**config.mk**
```make
export PLATFORM = sky130hd
export DESIGN_NAME = tsolve_ram
export DESIGN_NICKNAME = d
export VERILOG_FILES = /design/src/hdl/tsolve_ram.sv
export SDC_FILE = /design/constraint.sdc
export NUM_CORES = 1
export LEC_CHECK = 0
export ABC_AREA = 0
export BUFFER_PORTS_ARGS = -buffer_cell sky130_fd_sc_hd__buf_2
export CAP_MARGIN = 0
export CORE_ASPECT_RATIO = 1.4
export CORE_MARGIN = 10
export CORE_UTILIZATION = 40
export CTS_CLUSTER_SIZE = 24
export DETAILED_ROUTE_END_ITERATION = 10
export PLACE_DENSITY = 0.64
export SYNTH_ARGS = -nofsm -noshare
export SYNTH_HDL_FRONTEND = slang
export SYNTH_SLANG_ARGS = --single-unit
```
**constraint.sdc**
```tcl
create_clock -name i_clk -period 4.15 [get_ports i_clk]
set_clock_uncertainty 0.2 [all_clocks]
set_input_delay 1.0375 -clock i_clk [delete_from_list [all_inputs] [get_ports i_clk]]
set_output_delay 1.0375 -clock i_clk [all_outputs]
set_load 0.02 [all_outputs]
```
**src/hdl/tsolve_ram.sv**
```systemverilog
// Generic simple dual-port RAM: one write port, one registered read port.
// No dependencies.
module tsolve_ram #(
    parameter int WIDTH = 32,
    parameter int DEPTH = 32
) (
    input  logic                     i_clk,
    input  logic                     i_we,
    input  logic [$clog2(DEPTH)-1:0] i_waddr,
    input  logic [WIDTH-1:0]         i_wdata,
    input  logic [$clog2(DEPTH)-1:0] i_raddr,
    output logic [WIDTH-1:0]         o_rdata
);
    logic [WIDTH-1:0] r_mem [DEPTH];
    logic [WIDTH-1:0] r_rdata;

    // Write and registered read
    always_ff @(posedge i_clk) begin
        if (i_we) begin
            r_mem[i_waddr] <= i_wdata;
        end
        r_rdata <= r_mem[i_raddr];
    end

    assign o_rdata = r_rdata;
endmodule

```
* Word-level counts from Yosys, hierarchy flattened
Memory sizes are Yosys's and may differ from the RTL's. A register that Yosys moved wholly into a read port is not among the register bits. Cells that the tools add are included.
Operators by class: mux-type cells 2
Operator list (count):
- 1-bit 2-to-1 mux | 2
Storage, ports and cells: flip-flop bits (word level) 0, bits in writable memories 1024, memories 1, bits of input ports 44, output and inout port bits 32, logic and storage cells 3
Memories:
- r_mem | depth 32, width 32, read ports 1, clocked after memory_dff 1, wr ports 1, RTL line 14 | logic [WIDTH-1:0] r_mem [DEPTH];

* Longest topological paths before layout
depth after elaboration 2, mapped depth 8, gate-level depth less buffers 5

* Least setup slack after synthesis
OpenSTA, ideal clock, no wires.
path type input -> register, from input port i_waddr[1], to memory r_mem[12][0], enable pin, cell stages on the path 3, slack 0.478 ns, arrival time 3.050 ns, data required time 3.529 ns, cell sequence or3b_2 > clkbuf_1 > nor2_1
RTL lines:
- from (decl) | RTL line 9 | input logic [$clog2(DEPTH)-1:0] i_waddr,
- to (decl) | RTL line 14
No word-level cell before the write port.

==> run metrics <==
PD cells 463 nW/µm²; status finished clean; Gates resized, CTS repair 0; CTS tree yes; post-synth cell types 25; IO Port Bufs 75; Leakage 15.8 nW; fin crit period 2.71 ns; top sig layer met5; HP Start r_mem[26][12]; Worst slew margin 0.267; CP max stage delay 0.58 ns; Final HPWL DP 57.7 mm; max cap viols 0; hold_buf cts 0; worst skew pair latency 0.68 ns; Total GRT Usage 0.171; CP max stage cell buf_4; Synth Instances 2260; Crit Path Class in -> reg; final hold viol count 0; Slew Limit Fails 0; final core utilization 0.456; sum of negative setup slack 0 ns; vias in the first global route 21.3k; vias per cell 5.50; Final nets 2429; initial antenna violation count 13; largest net degree at the start of global routing 69; GP Congestion 0.810; Worst EP arrival 3.04 ns; share of cells above drive strength 1 0.138; maximum VDD drop 0.275 mV; worst flop-to-flop path endpoint o_rdata[17]; Worst-path clk slew 0.06 ns; final setup fails 0; Synth Area in Adders 0; Crit path max-delay family buffers and inverters; Hold EP o_rdata[12]; Max clock buf depth 3; met3 WL 5.36 mm; ordered list of cells on the worst path buf_8, buf_4, mux2i_1, a22o_1, nor3_1, a31oi_1, nand3_1; WL per Instance 26.2 µm; number of clock sinks 1056; CP required 4.48 ns; area growth from synthesis to layout 13.6%; hold-critical path depth 4; r2r setup slk 2.54 ns; ANT nets after route 0; actual slew at the worst max-slew pin 1.10 ns; Critical path buffers and inverters 2; filler cell count 8534; FF-to-FF path depth 5; crit path max fanout 35; Initial Util 0.401; DR vias 20.8k; Avg Cell Area, Syn 17.9 µm²; first-pass GRT wire length 145 mm; Max H-tree Level 3; drt pass-1 iters 5; # Post-CTS Setup Buffers 0; Ys Warns 0; worst r2r src r_mem[3][17]; Die ar. 115000 µm²; Final period util 0.652; num ports 76; Synth Area in Simple Gates 0.0310; Die X 289 µm; met2 WL 51.4 mm; drt drc 0; Met1 Wirelength 39.5 mm; Synth Register Bits 1056; Critical Path Sink Type register; type of the tightest min-delay check reg -> reg; RSZ-0062 raised after global routing no; largest family of logic cells by synthesized area multiplexers; CP Launch Type input pin; Max Freq 369 MHz; mux contribution to synthesized area 0.127; die height 396 µm; GR Overflow Total 0; total CTS buffers 88; DRT iter0 DRCs 1661; register area share after synthesis 0.775; Core Area 101000 µm²; clock root buffer clkbuf_16; post-synthesis compound-gate area fraction 0.0485; Std-Cell Rows 138; Mapped Nets 2304; Routed WL 99.1 mm; Synth Area in XOR/XNOR 0; Cell Area, Synth 40500 µm²
flip-flops by register name, summed over array words and instances (netlist names):
register and flops:
r_mem 1024, o_rdata 32
through the flow:
stage	worst slack [ns]	hold slack (ns)	instance area, µm²	total power [mW]	cells
floorplan	0.478	0.353	40500	12.8	2260
global placement	0.867	0.384	43200	13.3	3625
detailed placement	0.832	0.388	43200	13.3	3625
CTS	1.42	0.405	46000	21.5	3784
global route	1.41	0.457	46000	22.0	3784
finish	1.44	0.402	46000	21.3	3786
worst register-to-register path, delay by kind of cell (launching register included):
family	cells	cell delay, ns
muxes	1	0.19
DFF	1	0.36
and+or+nand+nor	2	0.17
AOI/OAI and AO/OA	2	0.56
cell type report:
cell class              count  area (µm²)  area share
clock buffers             102        2250      0.0490
well taps                1330        1660      0.0362
diodes                      2        5.00    0.000109
flip-flops and latches   1056       31400       0.682
multi-input cells        1077        8610       0.187
repair buffers            162        1500      0.0326
clock inverters            57         582      0.0126
where the power goes:
group | internal (mW) | leakage, nW | switching (mW)
clock network | 4.45 | 1.37 | 3.77
registers | 11.8 | 9.49 | 0.0618
logic | 0.381 | 4.96 | 0.786
routing by layer:
| layer | up-vias | GRT usage |
|---|---|---|
| met1 | 10800 | 0.212 |
| met4 | 14 | 0.0576 |
| met2 | 631 | 0.297 |
| met3 | 177 | 0.0308 |
| li1 | 9234 | - |
| met5 | - | 0 |
synth_stat cells:
cell type / number / share of area
a21oi_1: 96 / 0.012
a22o_1: 64 / 0.014
a22oi_1: 96 / 0.018
a31oi_1: 32 / 0.0049
and2_1: 1 / 0.00015
and2b_1: 1 / 0.00019
buf_1: 5 / 0.00046
buf_2: 26 / 0.0032
buf_4: 33 / 0.0061
buf_6: 15 / 0.0042
clkbuf_1: 46 / 0.0043
clkbuf_4: 2 / 0.00037
dfxtp_1: 32 / 0.016
edfxtp_1: 1024 / 0.76
mux2i_1: 512 / 0.13
nand2_1: 98 / 0.0091
nand2b_1: 2 / 0.00031
nand3_1: 98 / 0.012
nand3b_1: 5 / 0.00093
nor2_1: 34 / 0.0032
nor2b_1: 1 / 0.00015
nor3_1: 32 / 0.0040
or2_2: 1 / 0.00015
or3_1: 1 / 0.00015
or3b_2: 3 / 0.00065
placed cells by master (no fill, tap or decap), drive strengths merged:
cell type  Yosys  layout
edfxtp      1024    1024
mux2i        512     512
buf           79     162
clkbuf        48     102
nand3         98      98
nand2         98      98
a22oi         96      96
a21oi         96      96
a22o          64      64
clkinv         0      36
nor2          34      34
nor3          32      32
a31oi         32      32
dfxtp         32      32
clkinvlp       0       8
bufinv         0       8
nand3b         5       5
inv            0       5
or3b           3       3
diode          0       2
nand2b         2       2
or3            1       1
and2b          1       1
nor2b          1       1
and2           1       1
or2            1       1
cells by family after synthesis:
group | after synthesis
buffers and inverters | 127
AOI/OAI and AO/OA | 288
muxes | 512
DFF | 1056
and+or+nand+nor | 277
worst max path at each step:
| stage | startpoint | to | slack (ns) | cells after the start |
|---|---|---|---|---|
| global placement | i_waddr[1] | r_mem[24][3] | 0.87 | 4 |
| CTS | o_rdata[26] | o_rdata[26] | 1.42 | 1 |
| global route | i_raddr[0] | o_rdata[17] | 1.41 | 7 |
| finish | i_raddr[0] | o_rdata[17] | 1.44 | 7 |
| detailed placement | i_raddr[0] | o_rdata[17] | 0.83 | 7 |
| floorplan | i_waddr[1] | r_mem[12][0] | 0.48 | 3 |
Note: power is estimated with default switching activity, not from simulation.
