**src/hdl/tsolve_pkg.sv**
```systemverilog
// Shared types, constants and Q16.16 helper functions for the tridiagonal solver.
// No dependencies.
package tsolve_pkg;

    localparam int QW = 32;
    localparam int PW = 64;
    localparam int DVW = 48;

    localparam logic signed [QW-1:0] Q_MAX = 32'sh7FFF_FFFF;
    localparam logic signed [QW-1:0] Q_MIN = 32'sh8000_0000;

    // Divider result handed to the sequencer
    typedef struct packed {
        logic                 done;
        logic                 zero_div;
        logic signed [QW-1:0] quo;
    } t_div_res;

    // Product >> 16 with floor rounding, saturated to 32 bits
    function automatic logic signed [QW-1:0] q_mul_fix(input logic signed [PW-1:0] p);
        logic signed [PW-1:0] s;
        s = p >>> 16;
        if (s > PW'(Q_MAX)) begin
            return Q_MAX;
        end else if (s < PW'(Q_MIN)) begin
            return Q_MIN;
        end
        return s[QW-1:0];
    endfunction

    // Exact difference, saturated to 32 bits
    function automatic logic signed [QW-1:0] q_sub(input logic signed [QW-1:0] a,
                                                  input logic signed [QW-1:0] b);
        logic signed [QW:0] d;
        d = {a[QW-1], a} - {b[QW-1], b};
        if (d[QW] != d[QW-1]) begin
            return d[QW] ? Q_MIN : Q_MAX;
        end
        return d[QW-1:0];
    endfunction

endpackage

```
**src/hdl/tsolve_div.sv**
```systemverilog
// Iterative Q16.16 divider: restoring division, one quotient bit per cycle.
// Depends on tsolve_pkg.
module tsolve_div (
    input  logic                 i_clk,
    input  logic                 i_rst_n,
    input  logic                 i_start,
    input  logic signed [31:0]   i_num,
    input  logic signed [31:0]   i_den,
    output tsolve_pkg::t_div_res o_res
);
    import tsolve_pkg::*;

    typedef enum logic [1:0] {D_IDLE, D_RUN, D_FIN} t_dstate;

    t_dstate          r_state;
    logic [5:0]       r_cnt;
    logic [DVW-1:0]   r_dvd;
    logic [QW-1:0]    r_rem;
    logic [QW-1:0]    r_dmag;
    logic             r_neg;
    logic             r_zero;
    logic             r_nneg;
    t_div_res         r_res;

    logic [QW:0]      rem_sh;
    logic [QW:0]      rem_diff;
    logic [QW-1:0]    nmag;
    logic [QW-1:0]    dmag;

    // Magnitudes and one restoring step
    always_comb begin
        nmag     = i_num[QW-1] ? QW'(-i_num) : QW'(i_num);
        dmag     = i_den[QW-1] ? QW'(-i_den) : QW'(i_den);
        rem_sh   = {r_rem, r_dvd[DVW-1]};
        rem_diff = rem_sh - {1'b0, r_dmag};
    end

    always_ff @(posedge i_clk) begin
        if (!i_rst_n) begin
            r_state    <= D_IDLE;
            r_res.done <= 1'b0;
            r_cnt      <= '0;
        end else begin
            r_res.done <= 1'b0;
            case (r_state)
                D_IDLE: begin
                    if (i_start) begin
                        r_dvd  <= {nmag, 16'b0};
                        r_rem  <= '0;
                        r_dmag <= dmag;
                        r_neg  <= i_num[QW-1] ^ i_den[QW-1];
                        r_nneg <= ~i_num[QW-1];
                        r_zero <= (i_den == '0);
                        r_cnt  <= 6'(DVW);
                        r_state <= (i_den == '0) ? D_FIN : D_RUN;
                    end
                end
                D_RUN: begin
                    // Shift in one dividend bit, keep remainder below divisor
                    if (!rem_diff[QW]) begin
                        r_rem <= rem_diff[QW-1:0];
                        r_dvd <= {r_dvd[DVW-2:0], 1'b1};
                    end else begin
                        r_rem <= rem_sh[QW-1:0];
                        r_dvd <= {r_dvd[DVW-2:0], 1'b0};
                    end
                    r_cnt <= r_cnt - 6'd1;
                    if (r_cnt == 6'd1) begin
                        r_state <= D_FIN;
                    end
                end
                D_FIN: begin
                    // Apply sign and saturate
                    r_res.done     <= 1'b1;
                    r_res.zero_div <= r_zero;
                    if (r_zero) begin
                        r_res.quo <= r_nneg ? Q_MAX : Q_MIN;
                    end else if (!r_neg) begin
                        r_res.quo <= (r_dvd > DVW'(48'h7FFF_FFFF)) ? Q_MAX : r_dvd[QW-1:0];
                    end else begin
                        r_res.quo <= (r_dvd > DVW'(48'h8000_0000)) ? Q_MIN
                                   : QW'(-r_dvd[QW-1:0]);
                    end
                    r_state <= D_IDLE;
                end
                default: r_state <= D_IDLE;
            endcase
        end
    end

    assign o_res = r_res;
endmodule

```
**config.mk**
```make
export PLATFORM = sky130hd
export DESIGN_NAME = tsolve_div
export DESIGN_NICKNAME = d
export VERILOG_FILES = /design/src/hdl/tsolve_pkg.sv /design/src/hdl/tsolve_div.sv
export SDC_FILE = /design/constraint.sdc
export NUM_CORES = 1
export LEC_CHECK = 0
export ABC_AREA = 0
export BUFFER_PORTS_ARGS = -buffer_cell sky130_fd_sc_hd__buf_4
export CAP_MARGIN = 15
export CORE_ASPECT_RATIO = 0.7
export CORE_MARGIN = 5
export CORE_UTILIZATION = 25
export DETAILED_ROUTE_END_ITERATION = 12
export PLACE_DENSITY_LB_ADDON = 0.25
export SYNTH_ARGS = -nofsm -noshare
export SYNTH_HDL_FRONTEND = slang
export SYNTH_SLANG_ARGS = --single-unit
```
**constraint.sdc**
```tcl
create_clock -name i_clk -period 7.5 [get_ports i_clk]
set_clock_uncertainty 0.15 [all_clocks]
set_input_delay 1.5 -clock i_clk [delete_from_list [all_inputs] [get_ports i_clk]]
set_output_delay 1.5 -clock i_clk [all_outputs]
set_load 0.02 [all_outputs]
```
# After elaboration in Yosys (flattened, before gate mapping)
# Index checks and enable logic that the tools add are counted.
[word_totals] register_bits=157 latch_bits=0 mem_bits_rw=0 rom_bits=0 elab_cells=54 n_memories=0
[classes] n_addsub=5 mul=0 div=0 order_cmp=2 eq_ne=5 shift=0 mux=20 bitwise_logic=2 n_reduce_logical=8
[op_table] cell="$mux 32" n=8
[op_table] cell="$neg 32->32" n=3
[op_table] cell="$pmux 48 s2" n=1
[op_table] cell="$pmux 32 s2" n=1
[op_table] cell="$gt 48x31->1 const B" n=1
[op_table] cell="$gt 48x32->1 const B" n=1
[op_table] cell="$mux 48" n=1
[op_table] cell="$mux 34" n=1
[op_table] cell="$sub 33x32->33" n=1
[op_table] cell="$logic_not 32->1" n=1
[op_table] cell="$mux 31" n=1
[op_table] cell="$pmux 6 s2" n=1
[op_table] cell="$eq 6x1->1 const B" n=1
[op_table] cell="$mux 2" n=3
[op_table] cell="$mux 6" n=1
[op_table] cell="$reduce_and 2->1" n=3
[op_table] cell="$reduce_and 3->1" n=2
[op_table] cell="$sub 6x1->6 const B" n=1
[op_table] cell="$ne 2x2->1 const B" n=2
[op_table] cell="$pmux 2 s2" n=1
[op_table] cell="$eq 2x1->1 const B" n=1
[op_table] cell="$eq 2x2->1 const B" n=1
[op_table] cell="$logic_not 2->1" n=1
[op_table] cell="$reduce_bool 2->1" n=1
[op_table] cell="3 further kinds" n=3

# Longest topological paths before layout
[logic_depth] ltp_word=5 mapped_depth=13 ltp_nobuf=12

# Worst setup path after synthesis
# Ideal clock, no wire load.
[synth_path] path_kind="input to register" startpoint="input port i_rst_n" endpoint="register r_dmag[0] (enable)" setup_ns=0.516 arrival_ns=5.100 t_required_ns=6.834 slack_ns=1.734 path_stages=2 path_buffers=1 path_cell_list="clkbuf_1 -> nor4bb_1"
[synth_between] elab_chain_len=1
[synth_lines] item="from (decl)" line="tsolve_div.sv:5" text="input logic i_rst_n,"
[synth_lines] item="$reduce_and 3->1 (no source line)"
[synth_lines] item="to (signal assigned)" line="tsolve_div.sv:50" text="r_dmag <= dmag;"
[synth_lines] item="to (decl)" line="tsolve_div.sv:19" text="logic [QW-1:0] r_dmag;"
# No other way between the ends.
# A chain may end at the register's enable or synchronous reset.

# Worst setup path after layout
[layout_path] startpoint="register r_dvd[47]" endpoint="register r_rem[1] (data pin)"
[layout_between] elab_chain_len=3
[layout_lines] item="from (decl)" line="tsolve_div.sv:17" text="logic [DVW-1:0] r_dvd;"
[layout_lines] item="from (signal assigned)" line="tsolve_div.sv:48" text="r_dvd <= {nmag, 16'b0};"
[layout_lines] item="from (signal assigned)" line="tsolve_div.sv:62" text="r_dvd <= {r_dvd[DVW-2:0], 1'b1};"
[layout_lines] item="from (signal assigned)" line="tsolve_div.sv:65" text="r_dvd <= {r_dvd[DVW-2:0], 1'b0};"
[layout_lines] item="$sub 33x32->33" line="tsolve_div.sv:35" text="rem_diff = rem_sh - {1'b0, r_dmag};"
[layout_lines] item="$mux 32" line="tsolve_div.sv:60" text="if (!rem_diff[QW]) begin"
[layout_lines] item="$pmux 32 s2" line="tsolve_div.sv:45" text="case (r_state)"
[layout_lines] item="to (signal assigned)" line="tsolve_div.sv:61" text="r_rem <= rem_diff[QW-1:0];"
[layout_lines] item="to (signal assigned)" line="tsolve_div.sv:64" text="r_rem <= rem_sh[QW-1:0];"
[layout_lines] item="to (decl)" line="tsolve_div.sv:18" text="logic [QW-1:0] r_rem;"
# No other way between the ends.

==> run metrics <==
clock slew at reported path FFs=roughly 70 ps; DPL Wire Length=between 15000 and 20000 um; Synth Register Bits=about 160; number of I/O port buffers=100; HP Start=r_dvd[43]; launch point of the worst path=r_dvd[47]; synthesized cell area=around 10000 um2; Gate power share=roughly 20%; drt total wl=27200 um; RSZ-0062 raised after global routing=false; vias in the first global route=7778; Antenna diodes=0; Sw Pwr=0.000755 W; Fill cells=4178; total grt overflow=0; largest cells by area after synthesis=edfxtp_1, o21ai_0, ha_1, xnor2_1, nor2_1; WL/cell=16.1 um; Post-synth EDFFs=~150; Power Total=about 0.0026 W; ys async rst share=0%; Site Rows=61; post-CTS sizing=0; initial antenna violation count=0; Vias/cell=4.77; share of cells above drive strength 1=between 10 and 15%; fin crit share=about two thirds; Clock Power Share=a little under two fifths; Num CTS Buffers=17; sequential share of the synthesized area=between 40 and 50%; max-slew violations=0; Synth Net Count=roughly 1.2k; Worst-Skew Late Latency=about 440 ps; Worst Tran Pin Value=between 1000 and 1500 ps; Fin Setup TNS=0 ps; H-Tree Depth=4; Max Cap Viol=0; share of the synthesized area in the top cell type=between 40% and 50%; die height=177 um; full die area=44200 um2; Placed Cells incl. Taps=between 1.5k and 2k; Ys Warns=0; Max IR drop VDD=roughly 0.15 mV; Crit path max-delay family=compound AO/OA/AOI/OAI gates; Crit Path Max Fanout=23; CTS Sinks=between 150 and 200; core area=39700 um2; Layout Cells excl Fill=between 1.5k and 2k; num ports=a little over 100; internal power=0.00186 W; DP Worst Slack=2650 ps; Highest Clock Rate=approximately 210 MHz; first drt pass iteration count=7; first-pass GRT wire length=43600 um; clock period minus worst slack=roughly 4900 ps; Die X=roughly 250 um; Post-CTS Setup Repair Bufs=0; worst setup path category=flop to flop; crit path DAT=5000 ps; crit path launch type=flop; Critical Path End Type=flop; Hold Vio Cnt, Final=0; Mapped Cells=1056; Crit-path slowest cell=xor2_4; crit path cell chain=inv_1, ha_1, fa_1, nand2b_1, a21oi_1, o21ai_0, o21ai_0, a21oi_1, a211oi_1, xor2_4, buf_4, mux2_2, nor2_1; Final ANT Viol Nets=0; # DRC=0; largest net degree at the start of global routing=77; # setup viols final=0; GRT Overall Usage=between 10 and 15%; worst reg2reg startpoint=r_dvd[47]; synthesized area per cell=approximately 9.5 um2; PD cells=between 200 and 250 nW/um2; initial core utilization=around a quarter; hold crit path type=flop to flop; area grow syn2layout=20.3%; Buf+Inv Stages, Crit Path=2; routability cong.=around 0.81; hold buffers post-CTS=0; status=completed; final worst setup slack=around 2600 ps; Leak=about 4.4 nW; largest area contributor in the synthesized netlist=edfxtp_1; critical path required time=between 7000 and 8000 ps; CTS tree=yes; CTS Buffer Depth=2; # nets final=roughly 1.2k; post-synthesis cell type count=60; Top FF cell, synth=edfxtp_1; slowest stage delay, CP=between 600 and 700 ps; Seq pwr share=between 40% and 50%; vias=8052; Slew HR=a little under a third; CTS Root Cell=clkbuf_16; Initial DRC Count=about 670; switching part of the total power=28.9%
==> state kept, by name, summed over array words and instances (netlist names) <==
register  count
r_neg         1
r_zero        1
r_state       2
r_dmag       32
r_dvd        48
r_rem        32
o_res        34
r_nneg        1
r_cnt         6
==> Yosys cell counts, drive strengths merged (2+ instances only) <==
cell type and n:
a2111oi 2, a211oi 10, a21boi 3, a21o 15
a21oi 77, a22oi 2, a31oi 13, and2 17
and3 5, buf 5, clkbuf 41, dfxtp 9
edfxtp 148, ha 37, inv 54, mux2 3
mux2i 25, nand2 105, nand2b 11, nand3 12
nand3b 2, nand4 6, nor2 106, nor2b 10
nor3 26, nor3b 6, nor4 11, o211ai 7
o21a 8, o21ai 95, o21bai 4, o22ai 2
o311ai 2, o31ai 31, o41ai 8, or2 8
or3 17, or4 14, xnor2 47, xor2 38
==> path summary, 6_finish.rpt <==
check / endpoint / slack [ps] / cells after the start
setup / recovery: r_rem[1] / 2640 / 13
hold / removal: r_dvd[44] / 410 / 2
setup reg to reg: r_rem[1] / 2640 / 13
hold reg to reg: r_dvd[44] / 410 / 2
==> per-stage QoR <==
| stage | instance area, um2 | util, % | hold WS, ps |
|---|---|---|---|
| 2_1_floorplan | 10000 | - | 359 |
| 3_3_place_gp | 11400 | 28.7 | 389 |
| 3_5_place_dp | 11400 | 28.7 | 401 |
| 4_1_cts | 12100 | 30.4 | 414 |
| 5_1_grt | 12100 | 30.4 | 424 |
| 6_report | 12100 | 30.4 | 413 |
==> layout make-up <==
| class | count | area (um2) | area share, % |
|---|---|---|---|
| clock buffer | 17 | 425 | 3.53 |
| clock inverter | 15 | 235 | 1.95 |
| inverter | 55 | 206 | 1.71 |
| multi-input combinational | 798 | 5060 | 42.0 |
| sequential | 157 | 4620 | 38.4 |
| tap | 535 | 669 | 5.55 |
| timing repair buffer | 110 | 826 | 6.85 |
==> power by group through the flow <==
stage          registers (W)  logic (W)  clock network, W
4_1_cts              0.00109   0.000532           0.00102
3_3_place_gp         0.00111   0.000528                 0
6_report             0.00109   0.000528          0.000993
5_1_grt              0.00110   0.000598           0.00106
3_5_place_dp         0.00111   0.000529                 0
2_1_floorplan        0.00110   0.000381                 0
==> metal layers <==
metal | global-route usage (%) | routed length (um) | up-vias
met1 | 19.0 | 14500 | 3837
met5 | 0 | 0 | -
met2 | 17.4 | 11300 | 175
met4 | 2.70 | 216 | 0
met3 | 2.56 | 1200 | 17
li1 | - | - | 4023
==> placed cells by master (no fill, tap or decap), drive strengths merged, types with 4 or more instances in the layout <==
cell | synthesis | final
a31oi | 13 | 13
ha | 37 | 37
or2 | 8 | 8
nand2 | 105 | 105
o21ai | 95 | 95
nor2 | 106 | 106
or4 | 14 | 14
clkinv | 1 | 4
clkbuf | 41 | 17
a21o | 15 | 15
o21bai | 4 | 4
nand2b | 11 | 11
nor2b | 10 | 10
nor3b | 6 | 6
mux2i | 25 | 25
buf | 5 | 110
inv | 54 | 58
nand3 | 12 | 12
a21oi | 77 | 77
nor4 | 11 | 11
or3 | 17 | 17
and2 | 17 | 17
xor2 | 38 | 38
edfxtp | 148 | 148
o31ai | 31 | 31
o41ai | 8 | 8
xnor2 | 47 | 47
o21a | 8 | 8
nand4 | 6 | 6
and3 | 5 | 5
o211ai | 7 | 7
a211oi | 10 | 10
bufinv | 0 | 5
nor3 | 26 | 26
dfxtp | 9 | 9
==> worst reg2reg max path, delay by kind of cell (launching register included) <==
family          cells  cell delay [ps]
mux                 1              390
simple gates        2              260
compound gates      5             1770
xor+xnor            1              620
buf+inv             2              520
flops               1              350
fa+ha+maj           2              640
==> logic make-up after synthesis <==
| kind of cell | share of synthesized area [%] |
|---|---|
| compound gates | 17.6 |
| xor+xnor | 7.43 |
| fa+ha+maj | 4.82 |
| buf+inv | 3.81 |
| flops | 46.2 |
| mux | 2.83 |
| simple gates | 17.3 |
Note: power is estimated with default switching activity, not from simulation.
